--- config.mk ---
export PLATFORM = sky130hd
export DESIGN_NAME = battery_soc_ocv_interpolator
export DESIGN_NICKNAME = d
export VERILOG_FILES = /design/src/bsoc_pkg.sv /design/src/bsoc_cell_div.sv /design/src/bsoc_mul_serial.sv /design/src/bsoc_ratio_div.sv /design/src/battery_soc_ocv_interpolator.sv
export SDC_FILE = /design/constraint.sdc
export NUM_CORES = 1
export LEC_CHECK = 0
export BUFFER_PORTS_ARGS = -buffer_cell sky130_fd_sc_hd__buf_2
export CORE_MARGIN = 2
export CORE_UTILIZATION = 33
export DETAILED_ROUTE_END_ITERATION = 7
export PLACE_DENSITY = 0.45
export SETUP_SLACK_MARGIN = 0.15
export SLEW_MARGIN = 20
export SYNTH_ARGS = -nofsm -noshare
export SYNTH_HDL_FRONTEND = slang
export SYNTH_HIERARCHICAL = 1
export SYNTH_SLANG_ARGS = --single-unit
--- constraint.sdc ---
create_clock -name clock -period 7.6 [get_ports clock]
set_input_delay 0.38 -clock clock [delete_from_list [all_inputs] [get_ports clock]]
set_output_delay 0.38 -clock clock [all_outputs]
set_load 0.005 [all_outputs]
--- src/bsoc_pkg.sv ---
package bsoc_pkg;

   localparam int MAX_POINTS    = 12;
   localparam int VOLT_W        = 16;
   localparam int CELL_W        = 4;
   localparam int COUNT_W       = 4;
   localparam int PCT_W         = 7;
   localparam int REG_W         = 64;
   localparam int CSR_IDX_W     = 3;
   localparam int REQ_DATA_W    = 16;
   localparam int RSP_DATA_W    = 8;
   localparam int TABLE_WORDS   = 3;
   localparam int PROD_W        = VOLT_W + COUNT_W;
   localparam int SCALED_W      = PROD_W + PCT_W;
   localparam int VOLT_STEP_W   = $clog2(VOLT_W);
   localparam int MUL_STEP_W    = $clog2(COUNT_W);
   localparam int RATIO_STEP_W  = $clog2(PCT_W);

   localparam logic [PCT_W-1:0] PCT_FULL  = PCT_W'(100);
   localparam logic [PCT_W-1:0] PCT_EMPTY = PCT_W'(0);

   typedef enum logic [CSR_IDX_W-1:0] {
      REG_CELL_COUNT   = 3'd0,
      REG_POINT_COUNT  = 3'd1,
      REG_POINTS_LOW   = 3'd2,
      REG_POINTS_MID   = 3'd3,
      REG_POINTS_HIGH  = 3'd4
   } csr_reg_type;

   typedef enum logic [2:0] {
      ST_IDLE,
      ST_DIVIDE,
      ST_SCAN,
      ST_MULT,
      ST_RATIO,
      ST_FINISH
   } state_type;

endpackage

--- src/bsoc_cell_div.sv ---
module bsoc_cell_div (
   input  logic                          clock,
   input  logic                          reset,
   input  logic                          start,
   input  logic [bsoc_pkg::VOLT_W-1:0]   dividend,
   input  logic [bsoc_pkg::CELL_W-1:0]   divisor,
   output logic                          done,
   output logic [bsoc_pkg::VOLT_W-1:0]   quotient
);

   logic                               busy_ff, busy_in;
   logic                               done_ff, done_in;
   logic [bsoc_pkg::VOLT_STEP_W-1:0]   step_ff, step_in;
   logic [bsoc_pkg::VOLT_W-1:0]        shift_ff, shift_in;
   logic [bsoc_pkg::CELL_W-1:0]        rem_ff, rem_in;
   logic [bsoc_pkg::CELL_W-1:0]        div_ff, div_in;
   logic [bsoc_pkg::CELL_W:0]          trial;
   logic [bsoc_pkg::CELL_W:0]          trial_sub;
   logic                               fits;

   always_comb begin
      trial     = {rem_ff, shift_ff[bsoc_pkg::VOLT_W-1]};
      trial_sub = trial - {1'b0, div_ff};
      fits      = (trial >= {1'b0, div_ff});
      busy_in   = busy_ff;
      done_in   = 1'b0;
      step_in   = step_ff;
      shift_in  = shift_ff;
      rem_in    = rem_ff;
      div_in    = div_ff;
      if (start) begin
         busy_in  = 1'b1;
         step_in  = '0;
         shift_in = dividend;
         rem_in   = '0;
         div_in   = divisor;
      end else if (busy_ff) begin
         rem_in   = fits ? trial_sub[bsoc_pkg::CELL_W-1:0] : trial[bsoc_pkg::CELL_W-1:0];
         shift_in = {shift_ff[bsoc_pkg::VOLT_W-2:0], fits};
         step_in  = step_ff + 1'b1;
         if (step_ff == bsoc_pkg::VOLT_STEP_W'(bsoc_pkg::VOLT_W - 1)) begin
            busy_in = 1'b0;
            done_in = 1'b1;
         end
      end
   end

   always_ff @(posedge clock) begin
      if (reset) begin
         busy_ff <= 1'b0;
         done_ff <= 1'b0;
      end else begin
         busy_ff <= busy_in;
         done_ff <= done_in;
      end
      step_ff  <= step_in;
      shift_ff <= shift_in;
      rem_ff   <= rem_in;
      div_ff   <= div_in;
   end

   assign done     = done_ff;
   assign quotient = shift_ff;

endmodule

--- src/bsoc_mul_serial.sv ---
module bsoc_mul_serial (
   input  logic                          clock,
   input  logic                          reset,
   input  logic                          start,
   input  logic [bsoc_pkg::VOLT_W-1:0]   mcand,
   input  logic [bsoc_pkg::COUNT_W-1:0]  mult_a,
   input  logic [bsoc_pkg::COUNT_W-1:0]  mult_b,
   output logic                          done,
   output logic [bsoc_pkg::PROD_W-1:0]   prod_a,
   output logic [bsoc_pkg::PROD_W-1:0]   prod_b
);

   logic                               busy_ff, busy_in;
   logic                               done_ff, done_in;
   logic [bsoc_pkg::MUL_STEP_W-1:0]    step_ff, step_in;
   logic [bsoc_pkg::PROD_W-1:0]        mcand_ff, mcand_in;
   logic [bsoc_pkg::COUNT_W-1:0]       ma_ff, ma_in;
   logic [bsoc_pkg::COUNT_W-1:0]       mb_ff, mb_in;
   logic [bsoc_pkg::PROD_W-1:0]        acc_a_ff, acc_a_in;
   logic [bsoc_pkg::PROD_W-1:0]        acc_b_ff, acc_b_in;

   always_comb begin
      busy_in  = busy_ff;
      done_in  = 1'b0;
      step_in  = step_ff;
      mcand_in = mcand_ff;
      ma_in    = ma_ff;
      mb_in    = mb_ff;
      acc_a_in = acc_a_ff;
      acc_b_in = acc_b_ff;
      if (start) begin
         busy_in  = 1'b1;
         step_in  = '0;
         mcand_in = bsoc_pkg::PROD_W'(mcand);
         ma_in    = mult_a;
         mb_in    = mult_b;
         acc_a_in = '0;
         acc_b_in = '0;
      end else if (busy_ff) begin
         // one multiplier bit per cycle
         acc_a_in = ma_ff[0] ? acc_a_ff + mcand_ff : acc_a_ff;
         acc_b_in = mb_ff[0] ? acc_b_ff + mcand_ff : acc_b_ff;
         mcand_in = {mcand_ff[bsoc_pkg::PROD_W-2:0], 1'b0};
         ma_in    = {1'b0, ma_ff[bsoc_pkg::COUNT_W-1:1]};
         mb_in    = {1'b0, mb_ff[bsoc_pkg::COUNT_W-1:1]};
         step_in  = step_ff + 1'b1;
         if (step_ff == bsoc_pkg::MUL_STEP_W'(bsoc_pkg::COUNT_W - 1)) begin
            busy_in = 1'b0;
            done_in = 1'b1;
         end
      end
   end

   always_ff @(posedge clock) begin
      if (reset) begin
         busy_ff <= 1'b0;
         done_ff <= 1'b0;
      end else begin
         busy_ff <= busy_in;
         done_ff <= done_in;
      end
      step_ff  <= step_in;
      mcand_ff <= mcand_in;
      ma_ff    <= ma_in;
      mb_ff    <= mb_in;
      acc_a_ff <= acc_a_in;
      acc_b_ff <= acc_b_in;
   end

   assign done   = done_ff;
   assign prod_a = acc_a_ff;
   assign prod_b = acc_b_ff;

endmodule

--- src/bsoc_ratio_div.sv ---
module bsoc_ratio_div (
   input  logic                          clock,
   input  logic                          reset,
   input  logic                          start,
   input  logic [bsoc_pkg::PROD_W-1:0]   num,
   input  logic [bsoc_pkg::PROD_W-1:0]   den,
   output logic                          done,
   output logic [bsoc_pkg::PCT_W-1:0]    quotient
);

   logic                               busy_ff, busy_in;
   logic                               done_ff, done_in;
   logic [bsoc_pkg::RATIO_STEP_W-1:0]  step_ff, step_in;
   logic [bsoc_pkg::SCALED_W-1:0]      rem_ff, rem_in;
   logic [bsoc_pkg::SCALED_W-1:0]      dsh_ff, dsh_in;
   logic [bsoc_pkg::PCT_W-1:0]         quo_ff, quo_in;
   logic                               fits;

   always_comb begin
      fits    = (rem_ff >= dsh_ff);
      busy_in = busy_ff;
      done_in = 1'b0;
      step_in = step_ff;
      rem_in  = rem_ff;
      dsh_in  = dsh_ff;
      quo_in  = quo_ff;
      if (start) begin
         busy_in = 1'b1;
         step_in = '0;
         // numerator scaled to percent; quotient is known to stay below 100
         rem_in  = bsoc_pkg::SCALED_W'(num) * bsoc_pkg::SCALED_W'(bsoc_pkg::PCT_FULL);
         dsh_in  = bsoc_pkg::SCALED_W'(den) << (bsoc_pkg::PCT_W - 1);
         quo_in  = '0;
      end else if (busy_ff) begin
         rem_in  = fits ? rem_ff - dsh_ff : rem_ff;
         quo_in  = {quo_ff[bsoc_pkg::PCT_W-2:0], fits};
         dsh_in  = dsh_ff >> 1;
         step_in = step_ff + 1'b1;
         if (step_ff == bsoc_pkg::RATIO_STEP_W'(bsoc_pkg::PCT_W - 1)) begin
            busy_in = 1'b0;
            done_in = 1'b1;
         end
      end
   end

   always_ff @(posedge clock) begin
      if (reset) begin
         busy_ff <= 1'b0;
         done_ff <= 1'b0;
      end else begin
         busy_ff <= busy_in;
         done_ff <= done_in;
      end
      step_ff <= step_in;
      rem_ff  <= rem_in;
      dsh_ff  <= dsh_in;
      quo_ff  <= quo_in;
   end

   assign done     = done_ff;
   assign quotient = quo_ff;

endmodule

--- src/battery_soc_ocv_interpolator.sv ---
// channel   direction  payload (lowest bit first)
// req       in         tdata: pack_voltage_mv[15:0]
// rsp       out        tdata: charge_percent[6:0], zero pad [7]
// csr       in         csr_index selects register 0..4, csr_wdata up to 64 bits
//
// from acceptance to the next acceptance a request goes through these steps: the accept, the
// bit-serial cell divide, a compare per table point (one more if none matches), the serial
// multiply and the ratio divide when interpolating, then the load of rsp, which waits on rsp_tready.
// one request is in work at a time; the next is taken once the result is in the output
// register, even while that result still waits on rsp_tready.
// reset is synchronous: config returns to one cell, empty table, no pending result.
module battery_soc_ocv_interpolator (
   input  logic                              clock,
   input  logic                              reset,
   input  logic                              req_tvalid,
   output logic                              req_tready,
   input  logic [bsoc_pkg::REQ_DATA_W-1:0]   req_tdata,   // pack_voltage_mv
   output logic                              rsp_tvalid,
   input  logic                              rsp_tready,
   output logic [bsoc_pkg::RSP_DATA_W-1:0]   rsp_tdata,   // charge_percent, pad
   input  logic                              csr_we,
   input  logic [bsoc_pkg::CSR_IDX_W-1:0]    csr_index,
   input  logic [bsoc_pkg::REG_W-1:0]        csr_wdata
);

   bsoc_pkg::state_type                state_ff, state_in;

   logic [bsoc_pkg::CELL_W-1:0]        cell_count_ff, cell_count_in;
   logic [bsoc_pkg::COUNT_W-1:0]       point_count_ff, point_count_in;
   logic [bsoc_pkg::REG_W-1:0]         table_ff [bsoc_pkg::TABLE_WORDS];
   logic [bsoc_pkg::REG_W-1:0]         table_in [bsoc_pkg::TABLE_WORDS];

   logic [bsoc_pkg::COUNT_W-1:0]       idx_ff, idx_in;
   logic [bsoc_pkg::COUNT_W-1:0]       n_ff, n_in;
   logic [bsoc_pkg::VOLT_W-1:0]        volt_ff, volt_in;
   logic [bsoc_pkg::VOLT_W-1:0]        prev_ff, prev_in;
   logic [bsoc_pkg::VOLT_W-1:0]        gap_ff, gap_in;
   logic [bsoc_pkg::PCT_W-1:0]         res_ff, res_in;
   logic                               rsp_valid_ff, rsp_valid_in;
   logic [bsoc_pkg::PCT_W-1:0]         rsp_data_ff, rsp_data_in;

   logic [bsoc_pkg::CELL_W-1:0]        cells;
   logic [bsoc_pkg::COUNT_W-1:0]       n_sat;
   logic [bsoc_pkg::REG_W-1:0]         word;
   logic [bsoc_pkg::VOLT_W-1:0]        point;
   logic [bsoc_pkg::VOLT_W-1:0]        diff;
   logic                               scan_end;
   logic                               hit;
   logic                               hit_full;

   logic                               div_start, div_done;
   logic [bsoc_pkg::VOLT_W-1:0]        div_quotient;
   logic                               mul_start, mul_done;
   logic [bsoc_pkg::COUNT_W-1:0]       mult_a, mult_b;
   logic [bsoc_pkg::PROD_W-1:0]        prod_a, prod_b;
   logic                               ratio_start, ratio_done;
   logic [bsoc_pkg::PROD_W-1:0]        ratio_num;
   logic [bsoc_pkg::PCT_W-1:0]         ratio_quotient;
   logic                               load_rsp;

   // configuration registers
   always_comb begin
      cell_count_in  = cell_count_ff;
      point_count_in = point_count_ff;
      table_in       = table_ff;
      if (csr_we) begin
         unique case (bsoc_pkg::csr_reg_type'(csr_index))
            bsoc_pkg::REG_CELL_COUNT:  cell_count_in  = csr_wdata[bsoc_pkg::CELL_W-1:0];
            bsoc_pkg::REG_POINT_COUNT: point_count_in = csr_wdata[bsoc_pkg::COUNT_W-1:0];
            bsoc_pkg::REG_POINTS_LOW:  table_in[0]    = csr_wdata;
            bsoc_pkg::REG_POINTS_MID:  table_in[1]    = csr_wdata;
            bsoc_pkg::REG_POINTS_HIGH: table_in[2]    = csr_wdata;
            default: begin
            end
         endcase
      end
   end

   // table point under the scan index
   always_comb begin
      unique case (idx_ff[3:2])
         2'd0:    word = table_ff[0];
         2'd1:    word = table_ff[1];
         2'd2:    word = table_ff[2];
         default: word = '0;
      endcase
      point    = word[{idx_ff[1:0], 4'b0000} +: bsoc_pkg::VOLT_W];
      diff     = (prev_ff > point) ? prev_ff - point : '0;
      scan_end = (idx_ff == n_ff);
      hit      = !scan_end && (point <= volt_ff);
      hit_full = (idx_ff == '0) || (diff == '0);
      cells    = (cell_count_ff == '0) ? bsoc_pkg::CELL_W'(1) : cell_count_ff;
      n_sat    = (point_count_ff > bsoc_pkg::COUNT_W'(bsoc_pkg::MAX_POINTS)) ?
                 bsoc_pkg::COUNT_W'(bsoc_pkg::MAX_POINTS) : point_count_ff;
      mult_a   = n_ff - 1'b1 - idx_ff;
      mult_b   = n_ff - 1'b1;
      ratio_num = prod_a + bsoc_pkg::PROD_W'(gap_ff);
   end

   // next state
   always_comb begin
      state_in = state_ff;
      unique case (state_ff)
         bsoc_pkg::ST_IDLE: begin
            if (req_tvalid) state_in = bsoc_pkg::ST_DIVIDE;
         end
         bsoc_pkg::ST_DIVIDE: begin
            if (div_done) state_in = bsoc_pkg::ST_SCAN;
         end
         bsoc_pkg::ST_SCAN: begin
            if (scan_end || (hit && hit_full)) state_in = bsoc_pkg::ST_FINISH;
            else if (hit) state_in = bsoc_pkg::ST_MULT;
         end
         bsoc_pkg::ST_MULT: begin
            if (mul_done) state_in = bsoc_pkg::ST_RATIO;
         end
         bsoc_pkg::ST_RATIO: begin
            if (ratio_done) state_in = bsoc_pkg::ST_FINISH;
         end
         bsoc_pkg::ST_FINISH: begin
            if (!rsp_valid_ff || rsp_tready) state_in = bsoc_pkg::ST_IDLE;
         end
         default: state_in = bsoc_pkg::ST_IDLE;
      endcase
   end

   // state machine outputs
   always_comb begin
      req_tready  = (state_ff == bsoc_pkg::ST_IDLE);
      div_start   = (state_ff == bsoc_pkg::ST_IDLE) && req_tvalid;
      mul_start   = (state_ff == bsoc_pkg::ST_SCAN) && hit && !hit_full;
      ratio_start = (state_ff == bsoc_pkg::ST_MULT) && mul_done;
      load_rsp    = (state_ff == bsoc_pkg::ST_FINISH) && (!rsp_valid_ff || rsp_tready);
   end

   // datapath
   always_comb begin
      idx_in       = idx_ff;
      n_in         = n_ff;
      volt_in      = volt_ff;
      prev_in      = prev_ff;
      gap_in       = gap_ff;
      res_in       = res_ff;
      rsp_data_in  = rsp_data_ff;
      rsp_valid_in = rsp_valid_ff && !rsp_tready;
      if (div_start) begin
         idx_in = '0;
         n_in   = n_sat;
      end
      if ((state_ff == bsoc_pkg::ST_DIVIDE) && div_done) begin
         volt_in = div_quotient;
      end
      if (state_ff == bsoc_pkg::ST_SCAN) begin
         prev_in = point;
         gap_in  = volt_ff - point;
         if (scan_end) res_in = bsoc_pkg::PCT_EMPTY;
         else if (hit && hit_full) res_in = bsoc_pkg::PCT_FULL;
         else if (!hit) idx_in = idx_ff + 1'b1;
      end
      if ((state_ff == bsoc_pkg::ST_RATIO) && ratio_done) begin
         res_in = (ratio_quotient > bsoc_pkg::PCT_FULL) ? bsoc_pkg::PCT_FULL : ratio_quotient;
      end
      if (load_rsp) begin
         rsp_valid_in = 1'b1;
         rsp_data_in  = res_ff;
      end
   end

   always_ff @(posedge clock) begin
      if (reset) begin
         state_ff       <= bsoc_pkg::ST_IDLE;
         rsp_valid_ff   <= 1'b0;
         cell_count_ff  <= bsoc_pkg::CELL_W'(1);
         point_count_ff <= '0;
         for (int w = 0; w < bsoc_pkg::TABLE_WORDS; w++) begin
            table_ff[w] <= '0;
         end
      end else begin
         state_ff       <= state_in;
         rsp_valid_ff   <= rsp_valid_in;
         cell_count_ff  <= cell_count_in;
         point_count_ff <= point_count_in;
         table_ff       <= table_in;
      end
      idx_ff      <= idx_in;
      n_ff        <= n_in;
      volt_ff     <= volt_in;
      prev_ff     <= prev_in;
      gap_ff      <= gap_in;
      res_ff      <= res_in;
      rsp_data_ff <= rsp_data_in;
   end

   bsoc_cell_div u_cell_div (
      .clock    (clock),
      .reset    (reset),
      .start    (div_start),
      .dividend (req_tdata),
      .divisor  (cells),
      .done     (div_done),
      .quotient (div_quotient)
   );

   bsoc_mul_serial u_mul (
      .clock  (clock),
      .reset  (reset),
      .start  (mul_start),
      .mcand  (diff),
      .mult_a (mult_a),
      .mult_b (mult_b),
      .done   (mul_done),
      .prod_a (prod_a),
      .prod_b (prod_b)
   );

   bsoc_ratio_div u_ratio_div (
      .clock    (clock),
      .reset    (reset),
      .start    (ratio_start),
      .num      (ratio_num),
      .den      (prod_b),
      .done     (ratio_done),
      .quotient (ratio_quotient)
   );

   assign rsp_tvalid = rsp_valid_ff;
   assign rsp_tdata  = {1'b0, rsp_data_ff};

endmodule

==> run metrics, run 1 <==
post-synthesis sequential area ratio=0.400; Layout Skew=44.3 ps; syn nets=3260; total area of sequential cells=10400 sq um; internal power summed over all cells=6700 uW; number of standard-cell rows in the floorplan=102; element type at the critical path start=flip-flop; largest net degree at the start of global routing=108; number of buffers created by CTS=54; FF-to-FF setup slack=1580 ps; final cycle utilization of the critical path=0.792; highest-count cells in the layout ignoring fill and taps=619 x nand2_1, 313 x a21oi_1, 282 x dfxtp_1; Hold Crit Class=in -> reg; Critical Path End Type=flip-flop; Max Freq=0.166 GHz; count of synthesis-stage warnings from yosys=6; number of instances in the synthesized netlist=2957; Synth area leaders=dfxtp_1 22%, edfxtp_1 18%, ha_1 9.2%; Synth Register Bits=441; summed area of non-filler cells in the final layout=29600 sq um; number of buffers inserted by hold repair at cts=52; Initial Utilization=0.334; static leakage power=0.0112 uW; setup TNS=0 ps; Fillers=7921; slack of the critical path=1580 ps; post-placement cell area=27300 sq um; number of top-level pins=98; x dimension of the die=285 um; Final min period=6020 ps; Clock Sinks=441; outcome=complete, no violations; footprint of the multi-input gates=14400 sq um; Core Footprint=77700 sq um; number of nets in the finished design=3330; unique cell type count in the Yosys netlist=99; net switching fraction of the power=0.425; Req. time, crit path=7840 ps; initial antenna violation count=0; Skew-Pair Late Insertion Delay=640 ps; number of buffers inserted to repair setup after CTS=0; drt initial violations=1212; cell area after synthesis=26000 sq um; Power per Cell Area=393 nW/um^2; IR drop worst, VDD=331 uV; synthesized area per cell=8.78 sq um; ratio of cells with drive above 1 in the final layout=0.0980; post-detailed-route via-to-cell ratio=5.08; top-area cell type share of the netlist area=0.220; top flip-flop cell by instance count after synthesis=dfxtp_1; total routing usage reported by global routing=0.189; data arrival at the endpoint of the critical path=6250 ps; drt drc=0; routed wirelength normalized by instance count=19.0 um; RD Place Congestion=0.879; number of nets still failing antenna checks after routing=0; first-pass iteration count of the detailed router=5; clock network power share=0.219; final setup violating endpoints=0; worst path cell trace=buf_4 > mux2i_1 > o21ai_0 > o211ai_1 > o21ai_0 > inv_1 > ha_1 > and3_1 > a311oi_2 > o21ai_2 > a21o_1 > a21oi_4 > a2111oi_4 > a21oi_4 > buf_4 > or2_2; logic gate share of total power=0.526; top fanout value on the critical path=30; count of maximum capacitance violations=0; Resize count post-CTS=0; overall overflow remaining after global route=0; delay contributed by the slowest stage of the critical path=770 ps; sequential share of power=0.255; Max-Slew Margin vs Limit=0.275; HPWL reported at the end of detailed placement=55900 um; fin. max-slew vios=0; non-filler cells, final=4112; Worst Tran Pin Value=1090 ps; async set-reset flop share out of synthesis=0; largest area contributor in the synthesized netlist=dfxtp_1; WS Path Type=reg -> reg; total power of the final layout=11600 uW; quantity of I/O buffers inserted on ports=96; area growth from synthesis to layout=14.1%; CTS tree=built; vias after detailed routing=20900; number of endpoints with negative hold slack in the final report=0; unrepaired setup endpoints after global routing=false; post-place setup slack=1560 ps; Max H-tree Level=2; net switching power figure=4950 uW; Post-synth EDFFs=155; Routed Wire Length=78000 um; full die area=81000 sq um; most common library cell in the layout ignoring fill and taps=nand2_1; Root Buffer=clkbuf_16; Critical Path Slowest Stage Cell=dfxtp_4; cell total after placement=3959; maximum clock path buffer count=3; first-pass GRT wire length=121000 um; number of global-route vias before repair=20800; vertical die dimension=285 um; clock transition time at the flip-flop clock pins of the worst setup and hold paths=50 ps
logic make-up (layout without fill, tap and decap cells):
group,Yosys count,count (layout),synth area share
DFF,441,441,0.400
buffers and inverters,324,438,0.0498
muxes,138,138,0.0557
and+or+nand+nor,972,972,0.162
other,1,2,0.000144
xor gates and xnor gates,118,118,0.0398
adders and majority gates,215,215,0.110
AOI/OAI and AO/OA,748,748,0.183
per-layer routing:
layer | vias to the layer above | GRT usage | wire length [um] | share of wire
met2 | 318 | 0.333 | 38400 | 0.49
met3 | 124 | 0.0207 | 2020 | 0.026
met1 | 9936 | 0.238 | 34800 | 0.45
li1 | 10500 | - | - | -
met4 | 0 | 0.0687 | 2780 | 0.036
met5 | - | 0 | 0 | 0
synth_stat cells (all sizes together) (7+ instances only):
cell / number
a211oi: 29
a21boi: 7
a21o: 37
a21oi: 320
a22o: 15
a31o: 7
a31oi: 18
and2: 17
and3: 15
buf: 24
clkbuf: 133
dfxtp: 286
edfxtp: 155
fa: 23
ha: 192
inv: 167
mux2: 39
mux2i: 98
nand2: 619
nand2b: 17
nand3: 43
nand4: 22
nor2: 131
nor2b: 24
nor3: 26
nor3b: 7
o2111ai: 7
o211ai: 54
o21a: 22
o21ai: 132
o21bai: 9
o31ai: 40
or2: 12
or3: 11
xnor2: 61
xor2: 57
state kept, by name (all words and copies together), names as in the netlist, 20 cells and up:
signal              count
u_ratio_div/rem_ff     27
u_ratio_div/dsh_ff     26
u_mul/mcand_ff         20
table_ff              192
u_mul/prod_b           20
u_mul/prod_a           20
power by group through the flow:
stage | clock (uW) | sequential [uW] | combinational, uW
2_1_floorplan | 0 | 2890 | 4720
5_1_grt | 2730 | 3000 | 6940
6_report | 2550 | 2970 | 6130
4_1_cts | 2630 | 2980 | 6160
3_3_place_gp | 0 | 3020 | 6100
3_5_place_dp | 0 | 3030 | 6080
worst paths after layout:
| path | from | to | depth (start not counted) |
|---|---|---|---|
| max | idx_ff[2]$_DFF_P_ | u_mul/mcand_ff[12]$_DFFE_PP_ | 16 |
| min | csr_wdata[49] | table_ff[49]$_SDFFE_PP0P_ | 3 |
| max reg2reg | idx_ff[2]$_DFF_P_ | u_mul/mcand_ff[12]$_DFFE_PP_ | 16 |
| min reg2reg | res_ff[2]$_DFFE_PP_ | rsp_data_ff[2]$_DFFE_PP_ | 0 |
final cells by class:
| cell class | instances | area share |
|---|---|---|
| diodes | 1 | 0.0000845 |
| clock buffers | 78 | 0.0517 |
| clock inverters | 22 | 0.00756 |
| inverters | 167 | 0.0212 |
| multi-input cells | 2192 | 0.485 |
| flip-flops and latches | 441 | 0.351 |
| well taps | 1040 | 0.0439 |
| repair buffers | 171 | 0.0400 |
critical path, delay by kind of cell (launching register included):
kind            cells  cell delay [ps]
compound gates      9             2440
simple gates        2              780
fa+ha+maj           1              350
buf+inv             3              990
flops               1              770
mux                 1              240
stage by stage:
step / util / hold WS [ps]
floorplan: - / 400
global placement: 0.352 / 408
detailed placement: 0.352 / 405
CTS: 0.381 / 0.673
global route: 0.381 / 17.2
finish: 0.381 / 33.9
(Power assumes the default switching activity.)
==> run 2: changes to the inputs <==
--- a/config.mk
+++ b/config.mk
@@ -5,6 +5,7 @@
 export SDC_FILE = /design/constraint.sdc
 export NUM_CORES = 1
 export LEC_CHECK = 0
+export ABC_AREA = 1
 export BUFFER_PORTS_ARGS = -buffer_cell sky130_fd_sc_hd__buf_2
 export CORE_MARGIN = 2
 export CORE_UTILIZATION = 33
==> constraint.sdc (replaced) <==
create_clock -name clock -period 6.05 [get_ports clock]
set_input_delay 0.3025 -clock clock [delete_from_list [all_inputs] [get_ports clock]]
set_output_delay 0.3025 -clock clock [all_outputs]
set_load 0.005 [all_outputs]
==> run 2 against run 1 <==
Effect of this change:
- critical endpoint is now u_ratio_div/rem_ff[25]$_DFFE_PP_
- critical path depth is 14 higher
- cell count is 21% higher
- die area is 4.7% higher
==> run metrics, run 2 <==
top flip-flop cell by instance count after synthesis=dfxtp_1 (unchanged); full die area=84700 sq um (was 81000 sq um); fin. max-slew vios=0 (unchanged); number of instances in the synthesized netlist=3715 (was 2957); drt initial violations=1270 (was 1212); data arrival at the endpoint of the critical path=5540 ps (was 6250 ps); Routed Wire Length=82200 um (was 78000 um); Clock Sinks=441 (unchanged); clock transition time at the flip-flop clock pins of the worst setup and hold paths=60 ps (was 50 ps); largest delay contributor family on the critical path=adder cells (was compound AO/OA/AOI/OAI gates); delay contributed by the slowest stage of the critical path=470 ps (was 770 ps); final setup violating endpoints=0 (unchanged); Synth area leaders=dfxtp_1 21%, edfxtp_1 17%, nand2_1 12% (was dfxtp_1 22%, edfxtp_1 18%, ha_1 9.2%); Max Freq=0.192 GHz (was 0.166 GHz); number of top-level pins=98 (unchanged); count of maximum capacitance violations=0 (unchanged); first-pass GRT wire length=130000 um (was 121000 um); largest net degree at the start of global routing=114 (was 108); quantity of I/O buffers inserted on ports=96 (unchanged); number of endpoints with negative hold slack in the final report=0 (unchanged); Critical Path End Type=flip-flop (unchanged); top-area cell type share of the netlist area=0.210 (was 0.220); number of buffers inserted to repair setup after CTS=0 (unchanged); hold depth=3 (unchanged); Skew-Pair Late Insertion Delay=660 ps (was 640 ps); most common library cell in the layout ignoring fill and taps=nand2_1 (unchanged); Layout Skew=77.0 ps (was 44.3 ps); post-synthesis sequential area ratio=0.382 (was 0.400); top cells by count, synth=835 x nand2_1, 539 x inv_1, 460 x nor2_1 (was 619 x nand2_1, 315 x a21oi_1, 286 x dfxtp_1); source of the worst hold timing path=req_tdata[0] (was csr_wdata[49]); number of nets in the finished design=4161 (was 3330); worst hold path endpoint=u_cell_div/quotient[0]$_DFFE_PP_ (was table_ff[49]$_SDFFE_PP0P_); WS Path Type=reg -> reg (unchanged); element type at the critical path start=flip-flop (unchanged); Critical R2R Capture=u_ratio_div/rem_ff[25]$_DFFE_PP_ (was u_mul/mcand_ff[12]$_DFFE_PP_); vias after detailed routing=23500 (was 20900); Bufs and invs on worst path=5 (was 3); total routing usage reported by global routing=0.193 (was 0.189); highest-count cells in the layout ignoring fill and taps=834 x nand2_1, 538 x inv_1, 458 x nor2_1 (was 619 x nand2_1, 313 x a21oi_1, 282 x dfxtp_1); registers with the most flip-flops=table_ff x192, u_ratio_div/rem_ff x27, u_ratio_div/dsh_ff x26 (unchanged); overall overflow remaining after global route=0 (unchanged); number of buffers created by CTS=52 (was 54); Root Buffer=clkbuf_16 (unchanged); RD Place Congestion=0.863 (was 0.879); worst reg2reg startpoint=gap_ff[0]$_DFFE_PP_ (was idx_ff[2]$_DFF_P_); initial antenna violation count=1 (was 0); cell area after synthesis=27200 sq um (was 26000 sq um); Initial Utilization=0.332 (was 0.334); synthesized area per cell=7.32 sq um (was 8.78 sq um); outcome=complete, no violations (unchanged); first-pass iteration count of the detailed router=7 (was 5); Max-Slew Margin vs Limit=0.338 (was 0.275); Final min period=5210 ps (was 6020 ps); routed wirelength normalized by instance count=16.5 um (was 19.0 um); Reg with most FFs=table_ff (unchanged); Post-synth EDFFs=155 (unchanged); Max H-tree Level=2 (unchanged); drt drc=0 (unchanged); x dimension of the die=291 um (was 285 um); top fanout value on the critical path=5 (was 30); most repeated cell in the gate-level netlist after synthesis=nand2_1 (unchanged); final cycle utilization of the critical path=0.862 (was 0.792); number of nets still failing antenna checks after routing=0 (unchanged); async set-reset flop share out of synthesis=0 (unchanged); area growth from synthesis to layout=15.8% (was 14.1%); number of buffers inserted by hold repair at cts=80 (was 52); unrepaired setup endpoints after global routing=false (unchanged); Worst Tran Pin Value=993 ps (was 1090 ps); Fillers=8750 (was 7921); number of standard-cell rows in the floorplan=105 (was 102); total stage count of the critical path=30 (was 16); FF-to-FF setup slack=840 ps (was 1580 ps); number of global-route vias before repair=23100 (was 20800); maximum clock path buffer count=3 (unchanged); Worst R2R Path Depth=30 (was 16); largest area contributor in the synthesized netlist=dfxtp_1 (unchanged); post-detailed-route via-to-cell ratio=4.72 (was 5.08); unique cell type count in the Yosys netlist=60 (was 99); Synth Register Bits=441 (unchanged); Hold Crit Class=in -> reg (unchanged); footprint of the multi-input gates=14200 sq um (was 14400 sq um); count of synthesis-stage warnings from yosys=6 (unchanged); vertical die dimension=291 um (was 285 um); Critical Path Slowest Stage Cell=fa_1 (was dfxtp_4); setup TNS=0 ps (unchanged); CTS tree=built (unchanged); Core Footprint=81800 sq um (was 77700 sq um); Req. time, crit path=6380 ps (was 7840 ps); ratio of cells with drive above 1 in the final layout=0.0859 (was 0.0980); total area of sequential cells=10400 sq um (about the same); syn nets=4018 (was 3260); Resize count post-CTS=0 (unchanged); flip-flop count of the largest register after layout=192 (unchanged); HPWL reported at the end of detailed placement=60800 um (was 55900 um)
-- run 2: cell types whose count changed after synthesis, sizes merged, moves of 98 or more --
cell	delta
mux2i	-98
nor2	+349
nand2	+248
inv	+389
o21ai	+198
nand3	+124
-- run 2: cells by family after synthesis --
logic type | count (synthesis) | synth area share
simple gates | 1593 | 0.246
compound gates | 702 | 0.146
buf+inv | 687 | 0.0975
flops | 441 | 0.382
fa+ha+maj | 215 | 0.105
xor+xnor | 76 | 0.0245
other cells | 1 | 0.000138
-- run 2: per-stage QoR --
stage	setup WS, ps	utilization	cells	area, sq um	hold WS, ps
after floorplan	1460	-	3715	27200	372
after global placement	909	0.353	4794	28900	425
after detailed placement	812	0.353	4794	28900	419
after CTS	799	0.385	4970	31500	37.5
after global routing	296	0.385	4971	31500	68.9
final	837	0.385	4971	31500	71.6
-- run 2: tightest hold or removal path, stage by stage --
cell	delay [ps]
buf_2	80
nor2_1	40
a31oi_1	130
-- run 2: worst max-delay path by stage --
stage / startpoint / end
after CTS: gap_ff[0]$_DFFE_PP_ / u_ratio_div/rem_ff[25]$_DFFE_PP_
after global routing: gap_ff[0]$_DFFE_PP_ / u_ratio_div/rem_ff[23]$_DFFE_PP_
after detailed placement: u_mul/prod_a[0]$_SDFFE_PP0P_ / u_ratio_div/rem_ff[25]$_DFFE_PP_
after floorplan: u_mul/prod_a[0]$_SDFFE_PP0P_ / u_ratio_div/rem_ff[25]$_DFFE_PP_
after global placement: u_mul/prod_a[0]$_SDFFE_PP0P_ / u_ratio_div/rem_ff[26]$_DFFE_PP_
final: gap_ff[0]$_DFFE_PP_ / u_ratio_div/rem_ff[25]$_DFFE_PP_
-- run 2: final cells by class --
class                      count  area share
multi-input combinational   2587       0.452
sequential                   441       0.330
inverter                     561      0.0672
timing repair buffer         215      0.0520
clock buffer                  62      0.0438
tap                         1070      0.0425
clock inverter                34      0.0133
antenna                        1   0.0000794
-- run 2: metal layers --
| metal | share of wire | vias to the layer above | track usage |
|---|---|---|---|
| met5 | 0 | - | 0 |
| met4 | 0.029 | 0 | 0.0603 |
| met3 | 0.027 | 109 | 0.0190 |
| met2 | 0.47 | 314 | 0.332 |
| met1 | 0.47 | 10700 | 0.254 |
| li1 | - | 12300 | - |
Power of run 2 is not shown: default switching activity piles up to over one toggle a cycle in this logic, so the estimate is an artifact.
